[config.mk]
export PLATFORM = sky130hd
export DESIGN_NAME = tristrip_to_triangle_list_flat
export DESIGN_NICKNAME = d
export VERILOG_FILES = /design/src/tsl_pkg.sv /design/src/tsl_if.sv /design/src/tsl_in_stage.sv /design/src/tsl_assembler.sv /design/src/tsl_out_stage.sv /design/src/tristrip_to_triangle_list.sv /design/src/flat_wrapper.sv
export SDC_FILE = /design/constraint.sdc
export NUM_CORES = 1
export LEC_CHECK = 0
export BUFFER_PORTS_ARGS = -buffer_cell sky130_fd_sc_hd__buf_2
export CORE_ASPECT_RATIO = 0.8
export CORE_MARGIN = 5
export CORE_UTILIZATION = 49
export CTS_CLUSTER_SIZE = 20
export DETAILED_ROUTE_END_ITERATION = 10
export PLACE_DENSITY_LB_ADDON = 0.25
export RECOVER_POWER = 25
export SYNTH_ARGS = -nofsm -noshare
export SYNTH_HDL_FRONTEND = slang
export SYNTH_HIERARCHICAL = 1
export SYNTH_SLANG_ARGS = --single-unit
export TNS_END_PERCENT = 30
[constraint.sdc]
create_clock -name clk -period 5.35 [get_ports clk]
set_input_delay 1.07 -clock clk [delete_from_list [all_inputs] [get_ports clk]]
set_output_delay 1.07 -clock clk [all_outputs]
set_load 0.05 [all_outputs]
[src/tsl_pkg.sv]
// Package with the shared types and constants of the triangle strip assembler.
`default_nettype none

package tsl_pkg;

    localparam int VERTEX_W = 32;

    // Vertices seen in the current strip, saturating at two.
    localparam logic [1:0] CNT_NONE = 2'd0;
    localparam logic [1:0] CNT_ONE  = 2'd1;
    localparam logic [1:0] CNT_TWO  = 2'd2;

    typedef logic [VERTEX_W-1:0] vertex_idx_t;

    typedef struct packed {
        vertex_idx_t vertex_index;
        logic        strip_last;
    } tsl_vertex_t;

    typedef struct packed {
        vertex_idx_t corner_a;
        vertex_idx_t corner_b;
        vertex_idx_t corner_c;
        logic        short_strip_error;
    } tsl_result_t;

    // Handshake between the assembler and the result register.
    typedef struct packed {
        logic step;
        logic emit;
    } tsl_ctrl_t;

endpackage

`default_nettype wire

[src/tsl_if.sv]
// Valid/ready channel interfaces for vertex requests and triangle results.
`default_nettype none

interface tsl_vertex_if;
    logic                      valid;
    logic                      ready;
    logic [tsl_pkg::VERTEX_W-1:0] vertex_index;
    logic                      strip_last;

    modport source (output valid, output vertex_index, output strip_last, input ready);
    modport sink (input valid, input vertex_index, input strip_last, output ready);
endinterface

interface tsl_triangle_if;
    logic                      valid;
    logic                      ready;
    logic [tsl_pkg::VERTEX_W-1:0] corner_a;
    logic [tsl_pkg::VERTEX_W-1:0] corner_b;
    logic [tsl_pkg::VERTEX_W-1:0] corner_c;
    logic                      short_strip_error;

    modport source (output valid, output corner_a, output corner_b, output corner_c,
                    output short_strip_error, input ready);
    modport sink (input valid, input corner_a, input corner_b, input corner_c,
                  input short_strip_error, output ready);
endinterface

`default_nettype wire

[src/tsl_in_stage.sv]
// Input register that holds one accepted vertex request.
`default_nettype none

module tsl_in_stage (
    input  wire logic                 clk,
    input  wire logic                 rst_n,
    input  wire logic                 in_valid,
    output logic                      in_ready,
    input  wire tsl_pkg::tsl_vertex_t in_data,
    input  wire logic                 advance,
    output logic                      held_valid,
    output tsl_pkg::tsl_vertex_t      held_data
);
    import tsl_pkg::*;

    logic        valid_reg;
    logic        valid_next;
    tsl_vertex_t data_reg;
    logic        accept;

    // The held request moves on in the same cycle as a new one arrives.
    assign in_ready = !valid_reg || advance;
    assign accept   = in_valid && in_ready;

    always_comb
    begin
        valid_next = valid_reg;
        if (accept)
        begin
            valid_next = 1'b1;
        end
        else if (advance)
        begin
            valid_next = 1'b0;
        end
    end

    always_ff @(posedge clk or negedge rst_n)
    begin
        if (!rst_n)
        begin
            valid_reg <= 1'b0;
        end
        else
        begin
            valid_reg <= valid_next;
        end
    end

    always_ff @(posedge clk)
    begin
        if (accept)
        begin
            data_reg <= in_data;
        end
    end

    assign held_valid = valid_reg;
    assign held_data  = data_reg;

endmodule

`default_nettype wire

[src/tsl_assembler.sv]
// Strip state and triangle assembly for one vertex per step.
`default_nettype none

module tsl_assembler #(
    parameter int CONNECTOR_VERTICES = 2
) (
    input  wire logic                 clk,
    input  wire logic                 rst_n,
    input  wire logic                 step,
    input  wire tsl_pkg::tsl_vertex_t cur,
    input  wire logic                 flat_first_mode,
    output logic                      emit,
    output tsl_pkg::tsl_result_t      result
);
    import tsl_pkg::*;

    localparam logic [1:0] CONN_LOAD = 2'(CONNECTOR_VERTICES % 4);

    vertex_idx_t older_reg, older_next;
    vertex_idx_t newer_reg, newer_next;
    logic [1:0]  cnt_reg, cnt_next;
    logic        odd_reg, odd_next;
    logic [1:0]  conn_reg, conn_next;
    logic        distinct;

    assign distinct = (older_reg != newer_reg) && (older_reg != cur.vertex_index)
                      && (newer_reg != cur.vertex_index);

    always_comb
    begin
        older_next = older_reg;
        newer_next = newer_reg;
        cnt_next   = cnt_reg;
        odd_next   = odd_reg;
        conn_next  = conn_reg;
        emit       = 1'b0;
        result     = '0;
        if (conn_reg != 2'd0)
        begin
            conn_next = conn_reg - 2'd1;
            if (cur.strip_last)
            begin
                emit                     = 1'b1;
                result.short_strip_error = 1'b1;
            end
        end
        else
        begin
            case (cnt_reg)
                CNT_NONE:
                begin
                    older_next = cur.vertex_index;
                    cnt_next   = CNT_ONE;
                    if (cur.strip_last)
                    begin
                        emit                     = 1'b1;
                        result.short_strip_error = 1'b1;
                    end
                end
                CNT_ONE:
                begin
                    newer_next = cur.vertex_index;
                    cnt_next   = CNT_TWO;
                end
                default:
                begin
                    emit = distinct;
                    if (!odd_reg)
                    begin
                        result.corner_a = older_reg;
                        result.corner_b = newer_reg;
                        result.corner_c = cur.vertex_index;
                    end
                    else if (flat_first_mode)
                    begin
                        result.corner_a = older_reg;
                        result.corner_b = cur.vertex_index;
                        result.corner_c = newer_reg;
                    end
                    else
                    begin
                        result.corner_a = newer_reg;
                        result.corner_b = older_reg;
                        result.corner_c = cur.vertex_index;
                    end
                    odd_next   = !odd_reg;
                    older_next = newer_reg;
                    newer_next = cur.vertex_index;
                end
            endcase
        end
        // The end of a strip clears the count and winding and arms the connector skip.
        if (cur.strip_last)
        begin
            cnt_next  = CNT_NONE;
            odd_next  = 1'b0;
            conn_next = CONN_LOAD;
        end
    end

    always_ff @(posedge clk or negedge rst_n)
    begin
        if (!rst_n)
        begin
            older_reg <= '0;
            newer_reg <= '0;
            cnt_reg   <= CNT_NONE;
            odd_reg   <= 1'b0;
            conn_reg  <= 2'd0;
        end
        else if (step)
        begin
            older_reg <= older_next;
            newer_reg <= newer_next;
            cnt_reg   <= cnt_next;
            odd_reg   <= odd_next;
            conn_reg  <= conn_next;
        end
    end

`ifndef SYNTHESIS
    a_strip_end_clears: assert property (@(posedge clk) disable iff (!rst_n)
        step && cur.strip_last |=> cnt_reg == CNT_NONE && !odd_reg && conn_reg == CONN_LOAD)
        else $error("strip end did not reset the strip state");
    a_odd_needs_two: assert property (@(posedge clk) disable iff (!rst_n)
        odd_reg |-> cnt_reg == CNT_TWO)
        else $error("winding flag set before two vertices were seen");
    a_skip_outside_strip: assert property (@(posedge clk) disable iff (!rst_n)
        conn_reg != 2'd0 |-> cnt_reg == CNT_NONE)
        else $error("connector skip pending inside a strip");
    a_error_only_at_end: assert property (@(posedge clk) disable iff (!rst_n)
        emit && result.short_strip_error |-> cur.strip_last)
        else $error("error result without a strip end");
`endif

endmodule

`default_nettype wire

[src/tsl_out_stage.sv]
// Result register that holds one triangle or error result until it is taken.
`default_nettype none

module tsl_out_stage (
    input  wire logic                 clk,
    input  wire logic                 rst_n,
    input  wire tsl_pkg::tsl_ctrl_t   ctrl,
    input  wire tsl_pkg::tsl_result_t res_in,
    output logic                      free,
    output logic                      out_valid,
    input  wire logic                 out_ready,
    output tsl_pkg::tsl_result_t      res_out
);
    import tsl_pkg::*;

    logic        valid_reg;
    logic        valid_next;
    tsl_result_t res_reg;
    logic        load;

    assign free = !valid_reg || out_ready;
    assign load = ctrl.step && ctrl.emit;

    always_comb
    begin
        valid_next = valid_reg;
        if (load)
        begin
            valid_next = 1'b1;
        end
        else if (out_ready)
        begin
            valid_next = 1'b0;
        end
    end

    always_ff @(posedge clk or negedge rst_n)
    begin
        if (!rst_n)
        begin
            valid_reg <= 1'b0;
        end
        else
        begin
            valid_reg <= valid_next;
        end
    end

    always_ff @(posedge clk)
    begin
        if (load)
        begin
            res_reg <= res_in;
        end
    end

    assign out_valid = valid_reg;
    assign res_out   = res_reg;

`ifndef SYNTHESIS
    a_no_overwrite: assert property (@(posedge clk) disable iff (!rst_n)
        load |-> free)
        else $error("result register loaded while a result was still waiting");
    a_error_zero_corners: assert property (@(posedge clk) disable iff (!rst_n)
        load && res_in.short_strip_error |-> res_in.corner_a == '0
            && res_in.corner_b == '0 && res_in.corner_c == '0)
        else $error("error result carries vertex indices");
    a_load_shows: assert property (@(posedge clk) disable iff (!rst_n)
        load |=> out_valid)
        else $error("loaded result not offered");
`endif

endmodule

`default_nettype wire

[src/tristrip_to_triangle_list.sv]
// Top level of the triangle strip to triangle list assembler.
`default_nettype none

//  Channel     Direction  Carries
//  ---------   ---------  ------------------------------------------------
//  vertices    in         vertex_index (32), strip_last (1)
//  triangles   out        corner_a/b/c (32 each), short_strip_error (1)
//  cfg         in         cfg_we, cfg_wdata: flat_first_mode (1)
//
//  Each vertex request passes through the input register, then through the
//  assembly compares into the result register. A new request is accepted
//  every cycle as long as the result register is free; the throughput is set by the
//  single state update in the assembler, which handles one vertex per clock.
//  Reset clears the strip state, the mode register and both valid flags.
//  A stalled result holds the result register; the input register still takes
//  one further request if it is empty, after which the input side waits.

module tristrip_to_triangle_list #(
    parameter int CONNECTOR_VERTICES = 2
) (
    input  wire logic      clk,
    input  wire logic      rst_n,
    tsl_vertex_if.sink     vertices,
    tsl_triangle_if.source triangles,
    input  wire logic      cfg_we,
    input  wire logic      cfg_wdata
);
    import tsl_pkg::*;

    // Configuration: provoking-vertex placement for odd (swapped) triangles.
    logic flat_first_mode_reg;

    always_ff @(posedge clk or negedge rst_n)
    begin
        if (!rst_n)
        begin
            flat_first_mode_reg <= 1'b0;
        end
        else if (cfg_we)
        begin
            flat_first_mode_reg <= cfg_wdata;
        end
    end

    tsl_vertex_t in_data;
    tsl_vertex_t held_data;
    logic        held_valid;
    logic        out_free;
    logic        emit;
    tsl_result_t asm_result;
    tsl_result_t out_result;
    tsl_ctrl_t   ctrl;

    assign in_data.vertex_index = vertices.vertex_index;
    assign in_data.strip_last   = vertices.strip_last;

    // A held vertex is processed whenever the result register can take a
    // result, whether or not this vertex produces one.
    assign ctrl.step = held_valid && out_free;
    assign ctrl.emit = emit;

    tsl_in_stage u_in_stage (
        .clk        (clk),
        .rst_n      (rst_n),
        .in_valid   (vertices.valid),
        .in_ready   (vertices.ready),
        .in_data    (in_data),
        .advance    (ctrl.step),
        .held_valid (held_valid),
        .held_data  (held_data)
    );

    tsl_assembler #(
        .CONNECTOR_VERTICES (CONNECTOR_VERTICES)
    ) u_assembler (
        .clk             (clk),
        .rst_n           (rst_n),
        .step            (ctrl.step),
        .cur             (held_data),
        .flat_first_mode (flat_first_mode_reg),
        .emit            (emit),
        .result          (asm_result)
    );

    tsl_out_stage u_out_stage (
        .clk       (clk),
        .rst_n     (rst_n),
        .ctrl      (ctrl),
        .res_in    (asm_result),
        .free      (out_free),
        .out_valid (triangles.valid),
        .out_ready (triangles.ready),
        .res_out   (out_result)
    );

    assign triangles.corner_a          = out_result.corner_a;
    assign triangles.corner_b          = out_result.corner_b;
    assign triangles.corner_c          = out_result.corner_c;
    assign triangles.short_strip_error = out_result.short_strip_error;

endmodule

`default_nettype wire

[src/flat_wrapper.sv]
// flat-port wrapper written by rule: the top's interface ports become plain ports
module tristrip_to_triangle_list_flat import tsl_pkg::*;
#(
    parameter int CONNECTOR_VERTICES = 2
)
  (clk, rst_n, cfg_we, cfg_wdata, vertices_valid, vertices_vertex_index, vertices_strip_last, vertices_ready, triangles_valid, triangles_corner_a, triangles_corner_b, triangles_corner_c, triangles_short_strip_error, triangles_ready);
  tsl_vertex_if vertices_i ();
  tsl_triangle_if triangles_i ();
  input  wire logic clk;
  input  wire logic rst_n;
  input  wire logic cfg_we;
  input  wire logic cfg_wdata;
  input wire logic [$bits(vertices_i.valid)-1:0] vertices_valid;
  input wire logic [$bits(vertices_i.vertex_index)-1:0] vertices_vertex_index;
  input wire logic [$bits(vertices_i.strip_last)-1:0] vertices_strip_last;
  output wire logic [$bits(vertices_i.ready)-1:0] vertices_ready;
  output wire logic [$bits(triangles_i.valid)-1:0] triangles_valid;
  output wire logic [$bits(triangles_i.corner_a)-1:0] triangles_corner_a;
  output wire logic [$bits(triangles_i.corner_b)-1:0] triangles_corner_b;
  output wire logic [$bits(triangles_i.corner_c)-1:0] triangles_corner_c;
  output wire logic [$bits(triangles_i.short_strip_error)-1:0] triangles_short_strip_error;
  input wire logic [$bits(triangles_i.ready)-1:0] triangles_ready;
  assign vertices_i.valid = vertices_valid;
  assign vertices_i.vertex_index = vertices_vertex_index;
  assign vertices_i.strip_last = vertices_strip_last;
  assign vertices_ready = vertices_i.ready;
  assign triangles_valid = triangles_i.valid;
  assign triangles_corner_a = triangles_i.corner_a;
  assign triangles_corner_b = triangles_i.corner_b;
  assign triangles_corner_c = triangles_i.corner_c;
  assign triangles_short_strip_error = triangles_i.short_strip_error;
  assign triangles_i.ready = triangles_ready;
  tristrip_to_triangle_list #(.CONNECTOR_VERTICES(CONNECTOR_VERTICES)) u_core (.clk(clk), .rst_n(rst_n), .vertices(vertices_i), .triangles(triangles_i), .cfg_we(cfg_we), .cfg_wdata(cfg_wdata));
endmodule
# Yosys cells after proc, flatten, opt, wreduce, memory -nomap -nowiden

Index checks and enable logic that the tools add are counted.

Bits in registers: 202
Bits of input ports: 39
Output and inout bits: 99
Word-level logic and storage cells: 67

$add $sub $neg: 1
Equality and inequality tests: 6
Muxes and demuxes: 20
Bitwise operators: 3
Reduce and logical (&&, ||, !) cells: 23

Operator list:

| cell                                                                  | number |
|---|---|
| 96-bit 2-to-1 mux                                                     | 2 |
| 32-bit != test                                                        | 3 |
| 32-bit one-hot mux with 2 select lines                                | 1 |
| 3-bit AND reduction                                                   | 4 |
| 1-bit 2-to-1 mux                                                      | 11 |
| 2-bit 2-to-1 mux                                                      | 4 |
| 2-bit nonzero test                                                    | 4 |
| 1-bit logical AND                                                     | 5 |
| 2-bit by 1-bit != test with 1-bit output, second input constant       | 2 |
| 2-bit one-hot mux with 2 select lines                                 | 1 |
| 1-bit logical NOT                                                     | 3 |
| 1-bit inverter                                                        | 3 |
| 3-bit nonzero test                                                    | 1 |
| 3-bit OR reduction                                                    | 1 |
| 2-bit by 1-bit equality test with 1-bit output, second input constant | 1 |
| 2-bit logical NOT                                                     | 1 |
| 1-bit logical OR                                                      | 2 |
| 1-bit one-hot mux with 2 select lines                                 | 1 |
| 2-bit AND reduction                                                   | 1 |
| 2-bit OR reduction                                                    | 1 |
| 2-bit by 1-bit subtractor with 2-bit output, second input constant    | 1 |

# Logic depth before layout (Yosys ltp)

Depth in word-level cells: 7
Depth in mapped cells: 8
Mapped depth without buffers: 7

# Modules after synthesis

Netlist, hierarchy kept.

Modules (own cells, without submodules):

| module                    | times used | cells each | area each (um2) | seq. area each (um2) |
|---|---|---|---|---|
| tsl_assembler             | 1          | 756        | 5860.6          | 1726.7 |
| tsl_out_stage             | 1          | 102        | 2965.3          | 2937.8 |
| tsl_in_stage              | 1          | 37         | 1044.8          | 1016.0 |
| tristrip_to_triangle_list | 1          | 3          | 46.3            | 25.0 |

# Worst setup path after synthesis

Ideal clock, no wire load.

Path type: input to register
Start point: in triangles_ready
End point: reg u_core.u_out_stage.res_reg, in the netlist u_core/u_out_stage/res_out[0] (enable)
Setup time: 0.451 ns
Data arrival time: 3.432 ns
Required time: 4.899 ns
Setup slack: 1.468 ns
Stages: 4
Buffers on the path: 0
Cell sequence: nand2b_4 and2_1 nand2_1 inv_1

RTL lines:

| what                 | RTL line            | RTL |
|---|---|---|
| start, declared      | flat_wrapper.sv:22  | `input wire logic [$bits(triangles_i.ready)-1:0] triangles_ready;` |
| end signal, assigned | tsl_out_stage.sv:53 | `res_reg <= res_in;` |
| end, declared        | tsl_out_stage.sv:18 | `tsl_result_t res_reg;` |

# Worst setup path after layout

Start point: reg u_core.flat_first_mode_reg
End point: reg u_core.u_out_stage.res_reg, in the netlist u_core/u_out_stage/res_out[87] (data pin)

Word-level cells in the longest chain between the ends: 2

RTL lines:

| what                   | RTL line                        | RTL |
|---|---|---|
| start, declared        | tristrip_to_triangle_list.sv:31 | `logic flat_first_mode_reg;` |
| start signal, assigned | tristrip_to_triangle_list.sv:41 | `flat_first_mode_reg <= cfg_wdata;` |
| 96-bit 2-to-1 mux      | tsl_assembler.sv:74             | `else if (flat_first_mode)` |
| 96-bit 2-to-1 mux      | tsl_assembler.sv:68             | `if (!odd_reg)` |

No other way between the ends.
A chain may end at the register's enable or synchronous reset.

==> impl_results.md <==
- Drt pass-1 iters: 5
- Syn Area/Cell: 11.0 µm²
- Number of DRC markers in iteration 0: 757
- Gpl congestion: 0.857
- Largest net degree at the start of global routing: 98
- Final WS setup: 1.12 ns
- Post-route ant nets: 0
- Worst hold path class: reg -> reg
- Hold Crit Endpoint: u_core/u_out_stage/out_valid
- R2r setup slk: 1.12 ns
- P&R area growth vs syn: 12.2%
- Relative slew slack: -99.0%
- Clock skew: 0.00853 ns
- Die Y: 137 µm
- Period utilisation layout: 79.0%
- First-pass GRT wire length: 38000 µm
- Initial antenna violation count: 0
- Most common cell after layout, fill and taps aside: nand2_1
- Final setup fails: 0
- Initial Utilization: 49.9%
- Worst-Skew Late Latency: 0.50 ns
- Crit-path max FO: 36
- GR Util All Layers: 20.8%
- Fillers: 1761
- Synthesized Nets: 938
- Synthesized cell area: 9920 µm²
- Peak supply drop: 305 µV
- Status: finished, violations left
- Die width: 169 µm
- Crit-path leading delay family: buffers and inverters
- Worst r2r src: u_core/flat_first_mode_reg
- Worst hold margin: 0.541 ns
- Clock tree root buffer cell: clkbuf_16
- Residual DRC count: 0
- Dpl ws: 1.92 ns
- Post-synth top flop: edfxtp_1
- Cells after synthesis: 898
- WS Path Type: reg -> reg
- FF-to-FF End: u_core/u_out_stage/res_out[87]
- Share of layout cells above drive strength 1: 21.4%
- Die ar.: 23200 µm²
- Final slew viol count: 208
- Max-cap violations: 3
- Clk slew on worst S/H paths: 0.06 ns
- Setup crit start kind: flop
- IO Port Bufs: 137
- Pwr/cell area: 524 nW/µm²
- Dpl hpwl: 15700 µm
- CP max stage delay: 2.11 ns
- Overflow after GRT: 0
- Crit path capture type: flop
- Nets@finish: 994
- Sum Neg Setup Slack: 0 ns
- Synthesized flop and latch total: 202
- Core ar.: 19900 µm²
- Setup bufs post-CTS: 0
- Clock sink count: 202
- CTS Hold Bufs: 0
- Worst-path cell chain: clkbuf_1 > nand2b_2 > nand2_1 > a21oi_1
- Post-synth EDFFs: 130
- FF/Latch Area: 5710 µm²
- Worst path slowest cell: clkbuf_1
- Worst reg2reg path depth: 4
- Tmin final: 4.23 ns
- FP Rows: 46
- Asr flop ratio synth: 35.6%
- Max reg flops: 97
- Leak Pwr: 4.51 nW
- Multi-input gate area: 3740 µm²
- Hold path cells: 2
- Vias in the first global route: 6656
- Vias: 6860
- Sequential share of the synthesized area: 57.5%
- Ant. Diodes: 0
- CP Buf/Inv Count: 1
- Tot Pwr: 0.00583 W
- Highest clock rate: 237 MHz
- Count of final hold-check violations: 0
- # IOs: 138
- Routed WL per cell: 19.9 µm
- Critical path required time: 5.59 ns
- Arrival @ worst endpoint: 4.46 ns
- Violated checks: capacitance limit, slew limit
- Yosys warns: 6
- RSZ-0062 raised after global routing: false
- CTS tree: done
- CTS buffer count: 20
- Post-CTS Resized: 0
- Netlist cell types: 35
- Via density: 5.57
- Final wirelength: 24500 µm
- Commonest non-fill, non-tap cells in the layout: nand2_1 (132), edfxtp_1 (130), buf_2 (128)
- Post-DP Area: 10600 µm²
- Clock Tree Buf Depth: 3
- Final Instance Area: 11100 µm²
- # H-tree levels: 1
- HP Start: u_core/u_out_stage/out_valid
- Slew @ Worst Pin: 2.98 ns
logic make-up after synthesis:
family | count (synthesis) | share of synthesized area [%]
fa+ha+maj | 1 | 0.126
buf+inv | 118 | 4.83
simple gates | 241 | 10.4
flops | 202 | 57.5
xor+xnor | 96 | 8.48
mux | 98 | 10.4
compound gates | 142 | 8.28
per-layer routing:
metal	global-route usage [%]	vias to the layer above	share of wire (%)
met5	0	-	0
met4	4.38	0	1.7
met3	4.07	26	8.0
met2	31.9	294	44
met1	31.2	3333	46
li1	-	3207	-
tightest hold or removal path: cells and delay by family, from the launching register on:
kind | cells | cell delay (ns)
simple gates | 2 | 0.16
flops | 1 | 0.35
cells in the mapped netlist (all sizes together) (2+ instances only):
master / instances / share of area [%]
nand2: 134 / 5.1
edfxtp: 130 / 39
a21oi: 100 / 5.0
xnor2: 96 / 8.5
clkbuf: 82 / 3.1
dfrtp: 72 / 18
nor2: 66 / 2.5
mux2i: 64 / 6.5
mux2: 34 / 3.9
a211oi: 33 / 2.6
buf: 30 / 1.5
nand4: 24 / 1.5
inv: 6 / 0.23
nor4: 6 / 0.38
nand2b: 5 / 0.47
and2: 3 / 0.21
o21ai: 3 / 0.15
o31ai: 2 / 0.15
area by class of cell:
class,count,share of cell area [%]
clock buffers,33,5.22
multi-input cells,578,33.6
clock inverters,3,0.135
repair buffers,146,6.59
well taps,264,2.97
inverters,6,0.214
flip-flops and latches,202,51.3
how the worst max path moves through the flow:
stage / depth (start not counted) / to / start / slack [ns]
floorplan: 4 / u_core/u_out_stage/res_out[0] / triangles_ready / 1.47
global placement: 8 / u_core/u_out_stage/res_out[0] / u_core/u_assembler/newer_reg[29] / 1.96
detailed placement: 8 / u_core/u_out_stage/res_out[0] / u_core/u_assembler/newer_reg[29] / 1.92
CTS: 8 / u_core/u_out_stage/res_out[23] / u_core/u_assembler/newer_reg[29] / 1.90
global route: 4 / u_core/u_out_stage/res_out[69] / u_core/flat_first_mode_reg / 0.97
finish: 4 / u_core/u_out_stage/res_out[87] / u_core/flat_first_mode_reg / 1.12
metrics by stage:
stage | cells | util (%)
floorplan | 898 | -
global placement | 1196 | 53.2
detailed placement | 1196 | 53.2
CTS | 1232 | 56.2
global route | 1232 | 56.0
finish | 1232 | 56.0
power by group:
part           switching [W]  internal [W]
Sequential          0.000551       0.00206
Combinational        0.00113      0.000781
Clock               0.000561      0.000740
No activity file was read; power rests on OpenSTA's default activity.
